[src/rtl/twtp_pkg.sv]
// shared types, constants and character codes for the word tokenizer and packer
package twtp_pkg;

    localparam int DEF_MAX_WORD_BYTES = 30;
    localparam int DEF_KEPT_CHARS     = 15;

    localparam int BYTE_W     = 8;
    localparam int CHAR_W     = 6;
    localparam int TYPE_W     = 6;
    localparam int WORD_W     = 32;
    localparam int CODE_CHARS = 15;
    localparam int CODE_W     = TYPE_W + CODE_CHARS * CHAR_W;

    localparam logic [CHAR_W-1:0] CODE_DIGIT0 = 6'h1B;
    localparam logic [CHAR_W-1:0] CODE_USCORE = 6'h25;
    localparam logic [CHAR_W-1:0] CODE_DASH   = 6'h26;
    localparam logic [CHAR_W-1:0] CODE_BANG   = 6'h27;

    typedef logic [CHAR_W-1:0] t_char;

    typedef struct packed {
        logic  ws;       // c whitespace
        logic  alnum;    // letter or digit
        logic  wordy;    // letter, '_' or '-'
        logic  other;    // punctuation other than '_' and '-'
        t_char code;     // lowercased 6-bit character code
    } t_byte_class;

endpackage

[src/rtl/text_word_tokenize_pack.sv]
// word tokenizer top level: input register, word tracker and packed-code result register
//
// text channel: one byte per beat on i_text_byte, i_text_last marks the final byte
// of a text. a beat is taken at a rising edge with i_text_valid high and
// o_text_stall low. code channel: one 96-bit packed word per beat on
// o_code_word0..2 (most significant first), taken when o_code_valid is high and
// i_code_stall is low. a code comes out only for the byte that closes an
// accepted word: the whitespace after it, or the byte flagged last.
// i_cfg_we writes the 6-bit field type from i_cfg_data; write it only while idle.
// a code passes two registers: the closing byte is taken into the input register, and
// the code loads into the result register once that register can take it, with
// classify, word tracking and packing between the two registers.
// throughput: one byte per cycle while the receiver takes codes; every byte passes
// the single result register, so a waiting code holds back all bytes.
// a stalled code holds the result register; the byte in the input register then
// waits and o_text_stall rises until the code is taken.
// reset (synchronous, active low) closes any open word, empties both registers
// and sets the field type to zero.
module text_word_tokenize_pack #(
    parameter int MAX_WORD_BYTES = twtp_pkg::DEF_MAX_WORD_BYTES,
    parameter int KEPT_CHARS     = twtp_pkg::DEF_KEPT_CHARS
) (
    input  logic                        i_clk,
    input  logic                        i_rst_n,
    input  logic                        i_cfg_we,
    input  logic [twtp_pkg::TYPE_W-1:0] i_cfg_data,
    input  logic                        i_text_valid,
    output logic                        o_text_stall,
    input  logic [twtp_pkg::BYTE_W-1:0] i_text_byte,
    input  logic                        i_text_last,
    output logic                        o_code_valid,
    input  logic                        i_code_stall,
    output logic [twtp_pkg::WORD_W-1:0] o_code_word0,
    output logic [twtp_pkg::WORD_W-1:0] o_code_word1,
    output logic [twtp_pkg::WORD_W-1:0] o_code_word2
);
    import twtp_pkg::*;

    // input register
    logic              r_in_valid;
    logic [BYTE_W-1:0] r_in_byte;
    logic              r_in_last;

    logic        adv;        // result register can take a new value
    logic        step;       // the held byte is processed this cycle
    logic        emit;
    t_byte_class cls;
    t_char       chars [CODE_CHARS];

    // a byte that closes no word still needs the result slot only to drop valid
    assign adv          = !o_code_valid || !i_code_stall;
    assign step         = r_in_valid && adv;
    assign o_text_stall = r_in_valid && !adv;

    always_ff @(posedge i_clk) begin
        if (!i_rst_n) begin
            r_in_valid <= 1'b0;
        end else if (!o_text_stall) begin
            r_in_valid <= i_text_valid;
        end
    end

    always_ff @(posedge i_clk) begin
        if (i_text_valid && !o_text_stall) begin
            r_in_byte <= i_text_byte;
            r_in_last <= i_text_last;
        end
    end

    twtp_classify u_classify (
        .i_byte (r_in_byte),
        .o_cls  (cls)
    );

    twtp_word #(
        .MAX_WORD_BYTES (MAX_WORD_BYTES),
        .KEPT_CHARS     (KEPT_CHARS)
    ) u_word (
        .i_clk   (i_clk),
        .i_rst_n (i_rst_n),
        .i_en    (step),
        .i_last  (r_in_last),
        .i_cls   (cls),
        .o_emit  (emit),
        .o_chars (chars)
    );

    // an empty input register moves a bubble into the result slot
    twtp_pack u_pack (
        .i_clk      (i_clk),
        .i_rst_n    (i_rst_n),
        .i_cfg_we   (i_cfg_we),
        .i_cfg_data (i_cfg_data),
        .i_adv      (adv),
        .i_emit     (emit),
        .i_chars    (chars),
        .o_valid    (o_code_valid),
        .o_word0    (o_code_word0),
        .o_word1    (o_code_word1),
        .o_word2    (o_code_word2)
    );

endmodule

[src/rtl/twtp_classify.sv]
// byte classifier: whitespace, alnum, wordy and punctuation flags plus the 6-bit code
module twtp_classify (
    input  logic [twtp_pkg::BYTE_W-1:0] i_byte,
    output twtp_pkg::t_byte_class       o_cls
);
    import twtp_pkg::*;

    logic is_lower;
    logic is_upper;
    logic is_digit;
    logic is_us;
    logic is_dash;
    logic [BYTE_W-1:0] off;

    always_comb begin
        is_lower = (i_byte >= 8'h61) && (i_byte <= 8'h7A);
        is_upper = (i_byte >= 8'h41) && (i_byte <= 8'h5A);
        is_digit = (i_byte >= 8'h30) && (i_byte <= 8'h39);
        is_us    = (i_byte == 8'h5F);
        is_dash  = (i_byte == 8'h2D);
        off      = '0;

        o_cls.ws    = (i_byte == 8'h20) || ((i_byte >= 8'h09) && (i_byte <= 8'h0D));
        o_cls.alnum = is_lower || is_upper || is_digit;
        o_cls.wordy = is_lower || is_upper || is_us || is_dash;
        o_cls.other = !(is_lower || is_upper || is_digit || is_us || is_dash);

        if (is_lower) begin
            off        = i_byte - 8'h60;
            o_cls.code = off[CHAR_W-1:0];
        end else if (is_upper) begin
            off        = i_byte - 8'h40;
            o_cls.code = off[CHAR_W-1:0];
        end else if (is_digit) begin
            off        = i_byte - 8'h30;
            o_cls.code = CODE_DIGIT0 + off[CHAR_W-1:0];
        end else if (is_us) begin
            o_cls.code = CODE_USCORE;
        end else if (is_dash) begin
            o_cls.code = CODE_DASH;
        end else if (i_byte == 8'h21) begin
            o_cls.code = CODE_BANG;
        end else begin
            o_cls.code = i_byte[CHAR_W-1:0];
        end
    end

endmodule

[src/rtl/twtp_word.sv]
// word tracker: open-word flags, byte count and the trimmed character buffer
module twtp_word #(
    parameter int MAX_WORD_BYTES = twtp_pkg::DEF_MAX_WORD_BYTES,
    parameter int KEPT_CHARS     = twtp_pkg::DEF_KEPT_CHARS
) (
    input  logic                  i_clk,
    input  logic                  i_rst_n,
    input  logic                  i_en,
    input  logic                  i_last,
    input  twtp_pkg::t_byte_class i_cls,
    output logic                  o_emit,
    output twtp_pkg::t_char       o_chars [twtp_pkg::CODE_CHARS]
);
    import twtp_pkg::*;

    localparam int BCW = $clog2(MAX_WORD_BYTES + 2);
    localparam int SCW = $clog2(KEPT_CHARS + 1);
    localparam logic [BCW-1:0] MAX_CNT = BCW'(MAX_WORD_BYTES);
    localparam logic [SCW-1:0] KEPT_CNT = SCW'(KEPT_CHARS);

    logic [BCW-1:0] r_count, n_count, w_count;
    logic           r_in_word, n_in_word, w_in_word;
    logic           r_bad, n_bad, w_bad;
    logic           r_letter, n_letter, w_letter;
    logic           r_prev, n_prev, w_prev;
    logic           r_found, n_found, w_found;
    logic [SCW-1:0] r_span, n_span, w_span;
    logic [SCW-1:0] r_trim, n_trim, w_trim;
    t_char          r_chars [KEPT_CHARS];
    t_char          w_chars [KEPT_CHARS];

    logic           store;
    logic [SCW-1:0] pos;
    logic           closing;
    logic           ok;

    always_comb begin
        w_count   = r_count;
        w_in_word = r_in_word;
        w_bad     = r_bad;
        w_letter  = r_letter;
        w_prev    = r_prev;
        w_found   = r_found;
        w_span    = r_span;
        w_trim    = r_trim;
        store     = 1'b0;
        pos       = r_found ? r_span : '0;

        if (!i_cls.ws) begin
            w_bad     = r_bad | r_prev;
            w_in_word = 1'b1;
            if (r_count <= MAX_CNT) begin
                w_count = r_count + 1'b1;
            end
            w_letter = r_letter | i_cls.wordy;
            w_prev   = i_cls.other;
            // kept span starts at the first alphanumeric byte
            if (r_found || i_cls.alnum) begin
                store   = (pos < KEPT_CNT);
                w_span  = store ? pos + 1'b1 : pos;
                w_found = 1'b1;
                if (i_cls.alnum) begin
                    w_trim = w_span;
                end
            end
            if (i_last) begin
                w_bad = w_bad | w_prev;
            end
        end

        closing = i_cls.ws ? r_in_word : i_last;
        ok      = w_in_word && !w_bad && w_letter && (w_count <= MAX_CNT) && w_found;
        o_emit  = i_en && closing && ok;

        if (closing || i_cls.ws) begin
            n_count   = '0;
            n_in_word = 1'b0;
            n_bad     = 1'b0;
            n_letter  = 1'b0;
            n_prev    = 1'b0;
            n_found   = 1'b0;
            n_span    = '0;
            n_trim    = '0;
        end else begin
            n_count   = w_count;
            n_in_word = w_in_word;
            n_bad     = w_bad;
            n_letter  = w_letter;
            n_prev    = w_prev;
            n_found   = w_found;
            n_span    = w_span;
            n_trim    = w_trim;
        end
    end

    for (genvar k = 0; k < KEPT_CHARS; k++) begin : g_buf
        assign w_chars[k] = (store && (pos == SCW'(k))) ? i_cls.code : r_chars[k];

        always_ff @(posedge i_clk) begin
            if (i_en) begin
                r_chars[k] <= w_chars[k];
            end
        end
    end

    // characters past the last alphanumeric one read as zero
    for (genvar k = 0; k < CODE_CHARS; k++) begin : g_out
        if (k < KEPT_CHARS) begin : g_kept
            assign o_chars[k] = (SCW'(k) < w_trim) ? w_chars[k] : '0;
        end else begin : g_zero
            assign o_chars[k] = '0;
        end
    end

    always_ff @(posedge i_clk) begin
        if (!i_rst_n) begin
            r_count   <= '0;
            r_in_word <= 1'b0;
            r_bad     <= 1'b0;
            r_letter  <= 1'b0;
            r_prev    <= 1'b0;
            r_found   <= 1'b0;
            r_span    <= '0;
            r_trim    <= '0;
        end else if (i_en) begin
            r_count   <= n_count;
            r_in_word <= n_in_word;
            r_bad     <= n_bad;
            r_letter  <= n_letter;
            r_prev    <= n_prev;
            r_found   <= n_found;
            r_span    <= n_span;
            r_trim    <= n_trim;
        end
    end

endmodule

[src/rtl/twtp_pack.sv]
// field type register, 96-bit code packing and the result register
module twtp_pack (
    input  logic                          i_clk,
    input  logic                          i_rst_n,
    input  logic                          i_cfg_we,
    input  logic [twtp_pkg::TYPE_W-1:0]   i_cfg_data,
    input  logic                          i_adv,
    input  logic                          i_emit,
    input  twtp_pkg::t_char               i_chars [twtp_pkg::CODE_CHARS],
    output logic                          o_valid,
    output logic [twtp_pkg::WORD_W-1:0]   o_word0,
    output logic [twtp_pkg::WORD_W-1:0]   o_word1,
    output logic [twtp_pkg::WORD_W-1:0]   o_word2
);
    import twtp_pkg::*;

    logic [TYPE_W-1:0] r_type_num;
    logic              r_valid;
    logic [CODE_W-1:0] r_code, n_code;

    always_comb begin
        n_code = '0;
        n_code[CODE_W-1 -: TYPE_W] = r_type_num;
        for (int k = 0; k < CODE_CHARS; k++) begin
            n_code[CODE_W-TYPE_W-1-CHAR_W*k -: CHAR_W] = i_chars[k];
        end
    end

    always_ff @(posedge i_clk) begin
        if (!i_rst_n) begin
            r_type_num <= '0;
            r_valid    <= 1'b0;
        end else begin
            if (i_cfg_we) begin
                r_type_num <= i_cfg_data;
            end
            if (i_adv) begin
                r_valid <= i_emit;
            end
        end
    end

    always_ff @(posedge i_clk) begin
        if (i_adv && i_emit) begin
            r_code <= n_code;
        end
    end

    assign o_valid = r_valid;
    assign o_word0 = r_code[3*WORD_W-1 -: WORD_W];
    assign o_word1 = r_code[2*WORD_W-1 -: WORD_W];
    assign o_word2 = r_code[WORD_W-1:0];

endmodule

[config.mk]
export PLATFORM = sky130hd
export DESIGN_NAME = text_word_tokenize_pack
export DESIGN_NICKNAME = d
export VERILOG_FILES = /design/src/rtl/twtp_pkg.sv /design/src/rtl/text_word_tokenize_pack.sv /design/src/rtl/twtp_classify.sv /design/src/rtl/twtp_word.sv /design/src/rtl/twtp_pack.sv
export SDC_FILE = /design/constraint.sdc
export NUM_CORES = 1
export LEC_CHECK = 0
export ABC_CLOCK_PERIOD_IN_PS = 17300
export BUFFER_PORTS_ARGS = -buffer_cell sky130_fd_sc_hd__buf_2
export CAP_MARGIN = 15
export CORE_MARGIN = 2
export CORE_UTILIZATION = 40
export CTS_CLUSTER_DIAMETER = 150
export DETAILED_ROUTE_END_ITERATION = 6
export HOLD_SLACK_MARGIN = 0.1
export PLACE_DENSITY_LB_ADDON = 0.1
export SKIP_LAST_GASP = 1
export SLEW_MARGIN = 10
export SYNTH_ARGS = -nofsm -noshare
export SYNTH_HDL_FRONTEND = slang
export SYNTH_SLANG_ARGS = --single-unit
export TNS_END_PERCENT = 20
[constraint.sdc]
create_clock -name i_clk -period 17.3 [get_ports i_clk]
set_input_delay 1.73 -clock i_clk [delete_from_list [all_inputs] [get_ports i_clk]]
set_output_delay 1.73 -clock i_clk [all_outputs]
set_load 0.005 [all_outputs]
* After elaboration in Yosys (flattened, before gate mapping)
Memory sizes are Yosys's and may differ from the RTL's. Cells that the tools add are included.
Cells by class: add/subtract/negate cells 6, $lt $le $gt $ge 26, equality and inequality tests 19, multiplexer cells 50, bitwise operators 3, reductions and logical operators 49
Operator list (count):
- 6-bit two-way mux | 21
- 4-bit two-way mux | 9
- 1-bit logical AND | 29
- 4-bit equality test, second input constant | 7
- 4-bit < comparator, first input constant | 7
- 8-bit by 6-bit equality test with 1-bit output, second input constant | 3
- 1-bit two-way mux | 17
- 4-bit by 3-bit equality test with 1-bit output, second input constant | 4
- 8-bit by 7-bit >= comparator with 1-bit output, second input constant | 2
- 8-bit by 7-bit less-or-equal comparator with 1-bit output, second input constant | 2
- 3-bit by 4-bit < comparator with 1-bit output, first input constant | 4
- 5-bit two-way mux | 3
- 6-bit subtractor, second input constant | 2
- 5-bit less-or-equal comparator, second input constant | 2
- 1-bit logical OR | 10
- 4-bit by 2-bit equality test with 1-bit output, second input constant | 2
- 8-bit by 7-bit equality test with 1-bit output, second input constant | 1
- 8-bit by 4-bit >= comparator with 1-bit output, second input constant | 1
- 8-bit by 6-bit >= comparator with 1-bit output, second input constant | 1
- 8-bit by 4-bit less-or-equal comparator with 1-bit output, second input constant | 1
- 8-bit by 6-bit less-or-equal comparator with 1-bit output, second input constant | 1
- 1-bit by 4-bit < comparator with 1-bit output, first input constant | 2
- 2-bit by 4-bit < comparator with 1-bit output, first input constant | 2
- 5-bit by 6-bit adder with 6-bit output, first input constant | 1
- 12 further kinds | 19
Word-level totals: register bits 131, bits in writable memories 90, output and inout port bits 98, logic and storage cells 183, memories 1
Memories:
- u_word.r_chars | depth 15, width 6, rd ports 15, clocked after Yosys merged registers in 0, wr ports 15, line twtp_word.sv:29 | t_char r_chars [KEPT_CHARS];

* Longest topological paths before layout
Gate-level depths: netlist (run 1).
depth in word-level cells 17, gate-level depth with buffers 11

* Modules after synthesis
A second synthesis (run 1) with hierarchy kept.
Unflattened totals: cell total of the unflattened synthesis 774, area total of the unflattened synthesis 9940.8 µm²
By module, submodules not included:
- twtp_word | times used 1, cells each 579, area an instance 6083.3 µm², sequential area each 3062.9 µm²
- twtp_pack | times used 1, cells each 119, area an instance 3151.8 µm², sequential area each 3022.9 µm²
- twtp_classify | times used 1, cells each 61, area an instance 380.4 µm², sequential area each 0.0 µm²
- text_word_tokenize_pack | times used 1, cells each 15, area an instance 325.3 µm², sequential area each 290.3 µm²

* Worst setup path before layout (run 1)
OpenSTA, ideal clock, no wires.
path type input port to flip-flop, start point in i_code_stall, end point reg u_pack.r_code[0] (enable), arrival 6134 ps, setup slack 10615 ps, stages on the path 5, buffers on the path 0, path through nand2_1 -> nand2_1 -> a21oi_1 -> nand3_1 -> nor2_1
On the way: longest elaborated chain between the ends 6
Ends and longest elaborated chain:
- from (decl) | line text_word_tokenize_pack.sv:32 | input logic i_code_stall,
- 1-bit zero test (*) | line text_word_tokenize_pack.sv:51 | assign adv = !o_code_valid || !i_code_stall;
- 1-bit logical OR (*) | line text_word_tokenize_pack.sv:51
- 1-bit logical AND | line text_word_tokenize_pack.sv:52 | assign step = r_in_valid && adv;
- 1-bit logical AND (2 in series) | line twtp_word.sv:73 | o_emit = i_en && closing && ok;
- 1-bit logical AND (*) | line twtp_pack.sv:44 | if (i_adv && i_emit) begin
- to (signal assigned) | line twtp_pack.sv:45 | r_code <= n_code;
- to (decl) | line twtp_pack.sv:19 | logic [CODE_W-1:0] r_code, n_code;
Mark *: on every way between the ends. The rest lies on a longest branch, timed or not. A chain may end at the register's enable or synchronous reset.

* Worst setup path in the final report (run 1)
start point in i_code_stall, end point out o_text_stall
On the way: longest elaborated chain between the ends 4
Ends and longest elaborated chain:
- 1-bit zero test | line text_word_tokenize_pack.sv:51
- 1-bit logical OR | line text_word_tokenize_pack.sv:51
- 1-bit zero test | line text_word_tokenize_pack.sv:53 | assign o_text_stall = r_in_valid && !adv;
- 1-bit logical AND | line text_word_tokenize_pack.sv:53
- to (decl) | line text_word_tokenize_pack.sv:28 | output logic o_text_stall,
Every way passes these cells.

==> results.json, run 1 <==
{
  "synth_edf_count": 195,
  "crit_chain": "buf_2 -> and3_1 -> buf_2",
  "cp_slowest_stage_delay_ns": 0.20,
  "critPathLaunch": "i_code_stall",
  "root_buffer": "clkbuf_16",
  "fmax_ghz": 0.256,
  "start_util_pct": 40.4,
  "drt-initial-drc-count": 385,
  "worstSkewPairLatency_ns": 0.52,
  "cts_buffer_depth": 3,
  "pwr-share-clk_pct": 43.4,
  "place_ws_ns": 12.88,
  "cap_viol_max_count": 0,
  "area.sequential_um2": 6380,
  "timing.rr.start": "r_in_byte[1]$_DFFE_PP_",
  "cp-end-kind": "output pin",
  "antenna_found_initial": 0,
  "synth_common_cells": "edfxtp_1 (195), nor2_1 (76), inv_1 (52)",
  "final_net_count": 896,
  "grt_max_degree": 53,
  "cts_tree": "done",
  "final.period_utilization_pct": 22.6,
  "cts_sinks": 221,
  "multi_input_area_um2": 3100,
  "fin_cells": 1208,
  "routed_wl_mm": 21.4,
  "rsz0062_at_grt": "no",
  "dpl.cell_count": 1165,
  "seq_power_share_pct": 52.2,
  "hp-start": "u_pack.r_type_num[3]$_SDFFE_PN0P_",
  "utilization_pct": 47.5,
  "route.detailed.drc": 0,
  "peakVddDrop_mv": 0.0549,
  "worstMarginPinSlew_ns": 1.16,
  "min_period_ns": 3.90,
  "grt_pass1_wl_mm": 33.9,
  "die_x_um": 160,
  "combPwrFrac_pct": 4.3,
  "dp_hpwl_mm": 14.5,
  "outcome": "completed",
  "critPathTopFamily": "buffers and inverters",
  "cts_buffers": 24,
  "syn_area_um2": 9770,
  "swShare_pct": 21.1,
  "drive_above_1_share_pct": 25.9,
  "min_path_type": "reg -> reg",
  "ys.flop_type": "edfxtp_1",
  "yosysTopAreaCellShare_pct": 59.9,
  "coreArea_um2": 24200,
  "power_density_nw_per_um2": 98.6,
  "hold_viol_final": 0,
  "clk_pin_slew_ns": 0.06,
  "ant_nets": 0,
  "die-area_um2": 25700,
  "rows": 57,
  "htree_levels": 1,
  "relSlewSlack_pct": 22.5,
  "yosysUniqueCellTypes": 60,
  "leakagePower_nw": 4.05,
  "port_buffers": 117,
  "synth-seq-cells": 221,
  "syn_avg_cell_area_um2": 13.0,
  "viasPerCell": 5.13,
  "p_switching_uw": 238,
  "cts_resized": 0,
  "crit_slowest_cell": "and3_1",
  "diodes": 0,
  "yosysSeqAreaShare_pct": 65.2,
  "io_pins": 118,
  "die_height_um": 160,
  "grtUsageTotal_pct": 16.5,
  "post_drt_wl_per_cell_um": 17.7,
  "fin_ws_ns": 13.40,
  "postCtsSetupRepairBufs": 0,
  "vias": 6191,
  "path_depth": 3,
  "yosysMostFrequentCell": "edfxtp_1",
  "syn_inst": 749,
  "path_common_cell": "buf_2",
  "cp_data_arrival_time_ns": 2.17,
  "whs_ns": 0.432,
  "grt_overflow_total": 0,
  "yosysWarnings": 0,
  "synthesis.nets": 778,
  "synthTopCellsByArea": "edfxtp_1 (60%), dfxtp_1 (5.3%), mux2i_1 (5.0%)",
  "place.gp.congestion": 0.796,
  "num-fill-cells": 2156,
  "setup_viol": 0,
  "skew_ns": 0.0123,
  "reg2reg_depth": 9,
  "crit_required_ns": 15.57,
  "dr.pass1.iters": 5,
  "intPower_uw": 893,
  "yosysTopAreaCell": "edfxtp_1",
  "cp_max_fo": 3,
  "cts_hold_buf": 0,
  "crit_type": "in -> out",
  "grt_pass1_vias": 6180,
  "drv_slew": 0,
  "syn_to_final_growth_pct": 17.4,
  "async_flop_share_pct": 0,
  "crit_buf_inv": 2,
  "start_kind": "input pin",
  "hold_depth": 0,
  "setup_tns_ns": 0
}
[stage by stage]
step | area (um2) | power, mW
3_5_place_dp | 10700 | 0.651
2_1_floorplan | 9770 | 0.633
3_3_place_gp | 10700 | 0.650
5_1_grt | 11500 | 1.17
6_report | 11500 | 1.13
4_1_cts | 11500 | 1.14
[path summary, 6_finish.rpt]
path | endpoint | slack (ns)
min reg2reg | u_pack.r_code[93]$_DFFE_PP_ | 0.43
max | o_text_stall | 13.40
max reg2reg | u_pack.r_code[87]$_SDFFCE_PP0P_ | 13.53
min | u_pack.r_code[93]$_DFFE_PP_ | 0.43
[cells in the final DEF, fill, tap and decap left out, types with 4 or more instances in the layout]
cell type	netlist	layout
edfxtp_1	195	195
buf_2	8	117
nor2_1	76	75
inv_1	52	51
mux2i_1	49	49
nor2b_1	44	44
nand2_1	40	40
a21oi_1	34	34
mux2_2	33	33
dfxtp_1	26	26
clkbuf_16	0	25
nand3_1	19	19
or2_2	14	14
a31oi_1	13	13
nor3_1	12	12
o21ai_0	9	9
mux2_1	9	9
ha_1	9	9
nand3_2	8	8
buf_4	3	7
clkinv_2	0	6
clkbuf_1	18	5
and3_1	4	4
xnor2_1	4	4
nor2_2	4	4
nand2b_1	4	4
o31ai_1	4	4
a32o_1	4	4
[kinds of logic after synthesis]
| logic type | share of synthesized area (%) |
|---|---|
| AND/OR/NAND/NOR | 12.8 |
| buffers and inverters | 3.46 |
| AO/OA/AOI/OAI | 7.11 |
| flip-flops | 65.2 |
| adder cells (fa/ha/maj) | 1.15 |
| multiplexers | 9.86 |
| XOR/XNOR | 0.358 |
[routing by layer]
| layer | vias up | GRT usage (%) | share of wire [%] |
|---|---|---|---|
| met5 | - | 0 | 0 |
| met4 | 0 | 5.04 | 2.3 |
| met3 | 33 | 2.87 | 5.0 |
| met2 | 158 | 27.7 | 48 |
| met1 | 3009 | 22.0 | 45 |
| li1 | 2991 | - | - |
[sequential cells by signal (all words and copies together), names as in the netlist]
name               count
u_word.r_span          4
r_in_last              1
u_word.r_found         1
r_in_byte              8
u_word.r_bad           1
r_in_valid             1
u_pack.r_type_num      6
u_word.r_chars        90
u_word.r_trim          4
u_word.r_in_word       1
u_word.r_letter        1
u_pack.r_code         96
u_word.r_count         5
u_word.r_prev          1
u_pack.o_valid         1
[power groups by stage]
stage / combinational, mW / clock (mW) / sequential (mW)
after floorplan: 0.0318 / 0 / 0.601
after global routing: 0.0542 / 0.528 / 0.591
final: 0.0491 / 0.491 / 0.591
after global placement: 0.0485 / 0 / 0.602
after detailed placement: 0.0495 / 0 / 0.602
after CTS: 0.0497 / 0.504 / 0.591
[worst register-to-register path: stages, from the launching register on]
cell and delay [ns]:
edfxtp_1 0.45, inv_1 0.18, ha_1 0.37, o21bai_1 0.12, a21oi_1 0.15, buf_4 0.23, nand2b_1 0.69, nand3_1 0.25
o31ai_1 0.94, nor2b_1 0.11
[cell type report]
| cell class | instances | area share, % |
|---|---|---|
| Clock inverter | 10 | 0.654 |
| Inverter | 52 | 1.71 |
| Multi-Input combinational cell | 444 | 27.0 |
| Timing Repair Buffer | 124 | 5.56 |
| Clock buffer | 33 | 5.98 |
| Sequential cell | 221 | 55.6 |
| Tap cell | 324 | 3.53 |
No activity file was read; power rests on OpenSTA's default activity.
==> inputs of run 2 (changes only) <==
ABC_CLOCK_PERIOD_IN_PS = 3600   (was 17300)
clock period = 3.6 ns   (was 17.3 ns; I/O delays follow)
==> results.json, run 2 (synthesized netlist as in run 1, its figures left out) <==
{
  "outcome": "completed",
  "port_buffers": 117,
  "crit_buf_inv": 2,
  "setup_tns_ns": 0,
  "crit_slowest_cell": "o31ai_1",
  "routed_wl_mm": 22.4,
  "diodes": 0,
  "start_kind": "flip-flop",
  "peakVddDrop_mv": 0.311,
  "die_x_um": 160,
  "route.detailed.drc": 0,
  "grt_pass1_vias": 6325,
  "die_height_um": 160,
  "start_util_pct": 40.4,
  "worstSkewPairLatency_ns": 0.52,
  "clk_pin_slew_ns": 0.06,
  "die-area_um2": 25700,
  "root_buffer": "clkbuf_16",
  "swShare_pct": 21.6,
  "htree_levels": 1,
  "cap_viol_max_count": 0,
  "leakagePower_nw": 4.19,
  "grt_pass1_wl_mm": 35.2,
  "power_density_nw_per_um2": 463,
  "regMostFlops": "u_pack.r_code",
  "grt_overflow_total": 0,
  "rows": 57,
  "post_drt_wl_per_cell_um": 18.0,
  "cts_buffers": 25,
  "placed_area_um2": 10900,
  "design_area_um2": 11800,
  "min_period_ns": 3.10,
  "crit_type": "reg -> reg",
  "dpl.cell_count": 1182,
  "setup_viol": 0,
  "fmax_ghz": 0.323,
  "postCtsSetupRepairBufs": 0,
  "viasPerCell": 5.11,
  "cp-end-kind": "flip-flop",
  "layout_commonest_cell": "edfxtp_1",
  "final_cell_mix": "edfxtp_1 (195), buf_2 (117), nor2_1 (75)",
  "grtUsageTotal_pct": 17.2,
  "crit_chain": "inv_2 -> ha_1 -> o21bai_1 -> a21oi_1 -> buf_4 -> nand2b_1 -> nand3_1 -> o31ai_1 -> nor2b_1",
  "seq_power_share_pct": 52.1,
  "syn_to_final_growth_pct": 20.6,
  "intPower_mw": 4.27,
  "dp_hpwl_mm": 14.7,
  "min_path_type": "in -> reg",
  "fin_cells": 1243,
  "coreArea_um2": 24200,
  "relSlewSlack_pct": 39.3,
  "cp_max_fo": 8,
  "vias": 6356,
  "p_switching_mw": 1.18,
  "drt-initial-drc-count": 390,
  "worstMarginPinSlew_ns": 0.902,
  "ant_nets": 0,
  "drive_above_1_share_pct": 27.5,
  "cts_sinks": 221,
  "top_regs": "u_pack.r_code x96, u_word.r_chars x90, r_in_byte x8",
  "dr.pass1.iters": 5,
  "final_net_count": 929,
  "cp_data_arrival_time_ns": 3.33,
  "final.period_utilization_pct": 86.1,
  "hold_viol_final": 0,
  "drv_slew": 0,
  "rsz0062_at_grt": "no",
  "crit_required_ns": 3.83,
  "combPwrFrac_pct": 4.8,
  "largest_reg_flops": 96,
  "cts_tree": "done",
  "io_pins": 118,
  "cts_buffer_depth": 3,
  "skew_ns": 0.0124,
  "grt_max_degree": 59,
  "place.gp.congestion": 0.782,
  "antenna_found_initial": 0,
  "pwr-share-clk_pct": 43.1,
  "cp_slowest_stage_delay_ns": 0.77,
  "critPathTopFamily": "compound AO/OA/AOI/OAI gates"
}
## run 2: cell count changes in the layout (fill, tap and decap cells not counted), sizes merged
cell	change
clkbuf	+2
buf	+17
bufinv	-1
clkinv	+1
dlygate4sd3	+15
clkinvlp	+1
## run 2: path summary, 6_finish.rpt
kind | from | endpoint | slack [ns] | cells after the start
worst max-delay path | r_in_byte[1]$_DFFE_PP_ | u_pack.r_code[88]$_SDFFCE_PP0P_ | 0.50 | 9
worst min-delay path | i_cfg_data[1] | u_pack.r_type_num[1]$_SDFFE_PN0P_ | 0.13 | 3
worst max register to register | r_in_byte[1]$_DFFE_PP_ | u_pack.r_code[88]$_SDFFCE_PP0P_ | 0.50 | 9
worst min register to register | u_pack.r_type_num[2]$_SDFFE_PN0P_ | u_pack.r_code[92]$_DFFE_PP_ | 0.44 | 0
## run 2: power groups by stage
stage / clock, mW / sequential [mW] / combinational (mW)
floorplan: 0 / 2.89 / 0.157
global placement: 0 / 2.89 / 0.250
detailed placement: 0 / 2.89 / 0.254
CTS: 2.43 / 2.84 / 0.267
global route: 2.53 / 2.84 / 0.288
finish: 2.35 / 2.84 / 0.262
## run 2: area by class of cell
type	count	area, um2
Fill cell	2178	12400
Sequential cell	221	6380
Multi-Input combinational cell	444	3100
Timing Repair Buffer	156	941
Clock buffer	35	703
Tap cell	324	405
Inverter	52	196
Clock inverter	11	58.8
## run 2: stage by stage
stage	power, mW	utilization, %	worst slack [ns]	hold slack (ns)
after floorplan	3.04	-	-0.0376	0.408
after global placement	3.14	45.0	0.623	0.414
after detailed placement	3.15	45.0	0.538	0.418
after CTS	5.53	48.7	0.536	0.114
after global routing	5.66	48.7	0.340	0.130
final	5.45	48.7	0.501	0.127
## run 2: routing by layer
metal / vias up / wire length [um] / GRT usage, % / part of all wire, %
li1: 3036 / - / - / -
met1: 3111 / 10200 / 23.5 / 45
met2: 174 / 10700 / 28.9 / 48
met3: 35 / 1030 / 3.02 / 4.6
met4: 0 / 496 / 4.22 / 2.2
met5: - / 0 / 0 / 0
## run 2: timing repair
action / CTS / global route
hold buffers: 15 / 0
resized for setup: 0 / 0
hold endpoints to repair: 15 / 0
## run 2: worst register-to-register path, stage by stage, from the launching register on
cell      delay, ns
edfxtp_1       0.45
inv_2          0.12
ha_1           0.35
o21bai_1       0.13
a21oi_1        0.19
buf_4          0.20
nand2b_1       0.29
nand3_1        0.20
o31ai_1        0.77
nor2b_1        0.11
==> inputs of run 3 (changes only) <==
GPL_TIMING_DRIVEN = 0   (was default)
==> results.json, run 3 (synthesized netlist as in run 1, its figures left out) <==
{
  "outcome": "completed",
  "min_path_type": "in -> reg",
  "dp_hpwl_mm": 14.8,
  "die-area_um2": 25700,
  "die_x_um": 160,
  "fin_ws_ns": 0.201,
  "routed-wl-met2_mm": 10.4,
  "crit_chain": "inv_1 -> ha_2 -> buf_6 -> or3b_1 -> o221ai_1 -> nand2b_1 -> buf_2 -> buf_1 -> a31oi_1 -> nor2_1",
  "antenna_found_initial": 0,
  "place_ws_ns": -0.0279,
  "cp_max_fo": 10,
  "min_period_ns": 3.40,
  "largest_reg_flops": 96,
  "rsz0062_at_grt": "yes",
  "post_drt_wl_per_cell_um": 17.4,
  "drive_above_1_share_pct": 26.7,
  "setup_tns_ns": 0,
  "drt-initial-drc-count": 452,
  "worstSkewPairLatency_ns": 0.52,
  "power_density_nw_per_um2": 458,
  "cap_viol_max_count": 0,
  "cp_slowest_stage_delay_ns": 0.61,
  "start_kind": "flip-flop",
  "drv_slew": 0,
  "clk_pin_slew_ns": 0.06,
  "root_buffer": "clkbuf_16",
  "io_pins": 118,
  "die_height_um": 160,
  "layout_commonest_cell": "edfxtp_1",
  "met3WireLength_um": 951,
  "cp_data_arrival_time_ns": 3.63,
  "start_util_pct": 40.4,
  "regMostFlops": "u_pack.r_code",
  "route.detailed.drc": 0,
  "crit_type": "reg -> reg",
  "crit_required_ns": 3.83,
  "place.gp.congestion": 0.834,
  "coreArea_um2": 24200,
  "wl_met1_mm": 9.86,
  "design_area_um2": 11800,
  "rows": 57,
  "routed_wl_mm": 21.7,
  "num-fill-cells": 2169,
  "viasPerCell": 5.10,
  "final_cell_mix": "edfxtp_1 (195), buf_2 (123), nor2_1 (75)",
  "grt_pass1_wl_mm": 34.3,
  "dr.pass1.iters": 5,
  "port_buffers": 116,
  "final_net_count": 940,
  "grt_max_degree": 57,
  "relSlewSlack_pct": 26.8,
  "top_layer_used": "met4",
  "top_regs": "u_pack.r_code x96, u_word.r_chars x90, r_in_byte x8",
  "crit_buf_inv": 4,
  "final.period_utilization_pct": 94.4,
  "crit_slowest_cell": "a31oi_1",
  "fmax_ghz": 0.294,
  "worstMarginPinSlew_ns": 1.10,
  "diodes": 0,
  "cts_sinks": 221,
  "cp-end-kind": "flip-flop",
  "dpl.cell_count": 1192,
  "grtUsageTotal_pct": 16.7,
  "vias": 6379,
  "placed_area_um2": 10900,
  "setup_viol": 0,
  "ant_nets": 0,
  "syn_to_final_growth_pct": 20.7,
  "grt_overflow_total": 0,
  "cts_buffers": 25,
  "cts_buffer_depth": 3,
  "cts_tree": "done",
  "hold_viol_final": 0,
  "p_total_mw": 5.40,
  "grt_pass1_vias": 6288,
  "skew_ns": 0.0182,
  "peakVddDrop_mv": 0.322,
  "leakagePower_nw": 4.17,
  "critPathTopFamily": "compound AO/OA/AOI/OAI gates",
  "fin_cells": 1250,
  "htree_levels": 1
}
run 3: cell count changes in the layout (fill, tap and decap cells not counted), sizes merged:
cell      previous run  this run
clkinvlp             1         2
buf                141       132
clkinv              10         7
clkbuf              35        50
bufinv               0         1
nor2                80        81
inv                 52        53
run 3: what timing repair did:
item / CTS / global route
pin swaps: 0 / 1
hold buffers: 15 / 0
cloned: 0 / 1
resized for setup: 1 / 6
setup endpoints to repair: 6 / 99
hold endpoints to repair: 15 / 0
setup buffers: 0 / 0
run 3: layout make-up:
type                    count  area (um2)  share of cell area [%]
plain buffers              32         161                    1.37
clock buffers              31         648                    5.49
clock inverters            11        83.8                   0.711
inverters                  52         195                    1.65
multi-input cells         445        3130                    26.5
flip-flops and latches    221        6380                    54.1
well taps                 324         405                    3.44
repair buffers            134         798                    6.77
run 3: worst register-to-register path, stage by stage (launching register included):
cell	delay, ns
edfxtp_1	0.50
inv_1	0.10
ha_2	0.17
buf_6	0.13
or3b_1	0.40
o221ai_1	0.40
nand2b_1	0.19
buf_2	0.24
buf_1	0.29
a31oi_1	0.62
nor2_1	0.11
run 3: per-layer routing:
metal  GRT usage (%)  vias to the layer above
met5               0                        -
met1            22.7                     3101
met2            28.3                      175
li1                -                     3067
met3            2.20                       36
met4            4.75                        0
run 3: power by group:
group	switching (mW)	internal, mW
clock network	0.965	1.34
logic	0.167	0.0970
registers	0.0181	2.81
run 3: worst paths after layout:
path / endpoint / cells after the start / start / slack (ns)
setup / recovery: u_pack.r_code[5]$_SDFFCE_PP0P_ / 10 / r_in_byte[0]$_DFFE_PP_ / 0.20
hold / removal: u_pack.r_type_num[1]$_SDFFE_PN0P_ / 3 / i_cfg_data[1] / 0.11
hold reg to reg: u_pack.r_code[90]$_DFFE_PP_ / 0 / u_pack.r_type_num[0]$_SDFFE_PN0P_ / 0.43
setup reg to reg: u_pack.r_code[5]$_SDFFCE_PP0P_ / 10 / r_in_byte[0]$_DFFE_PP_ / 0.20
run 3: stage by stage:
step | util (%) | hold slack (ns)
2_1_floorplan | - | 0.408
4_1_cts | 48.7 | 0.102
5_1_grt | 48.8 | 0.132
6_report | 48.8 | 0.110
3_5_place_dp | 45.0 | 0.417
3_3_place_gp | 44.7 | 0.413
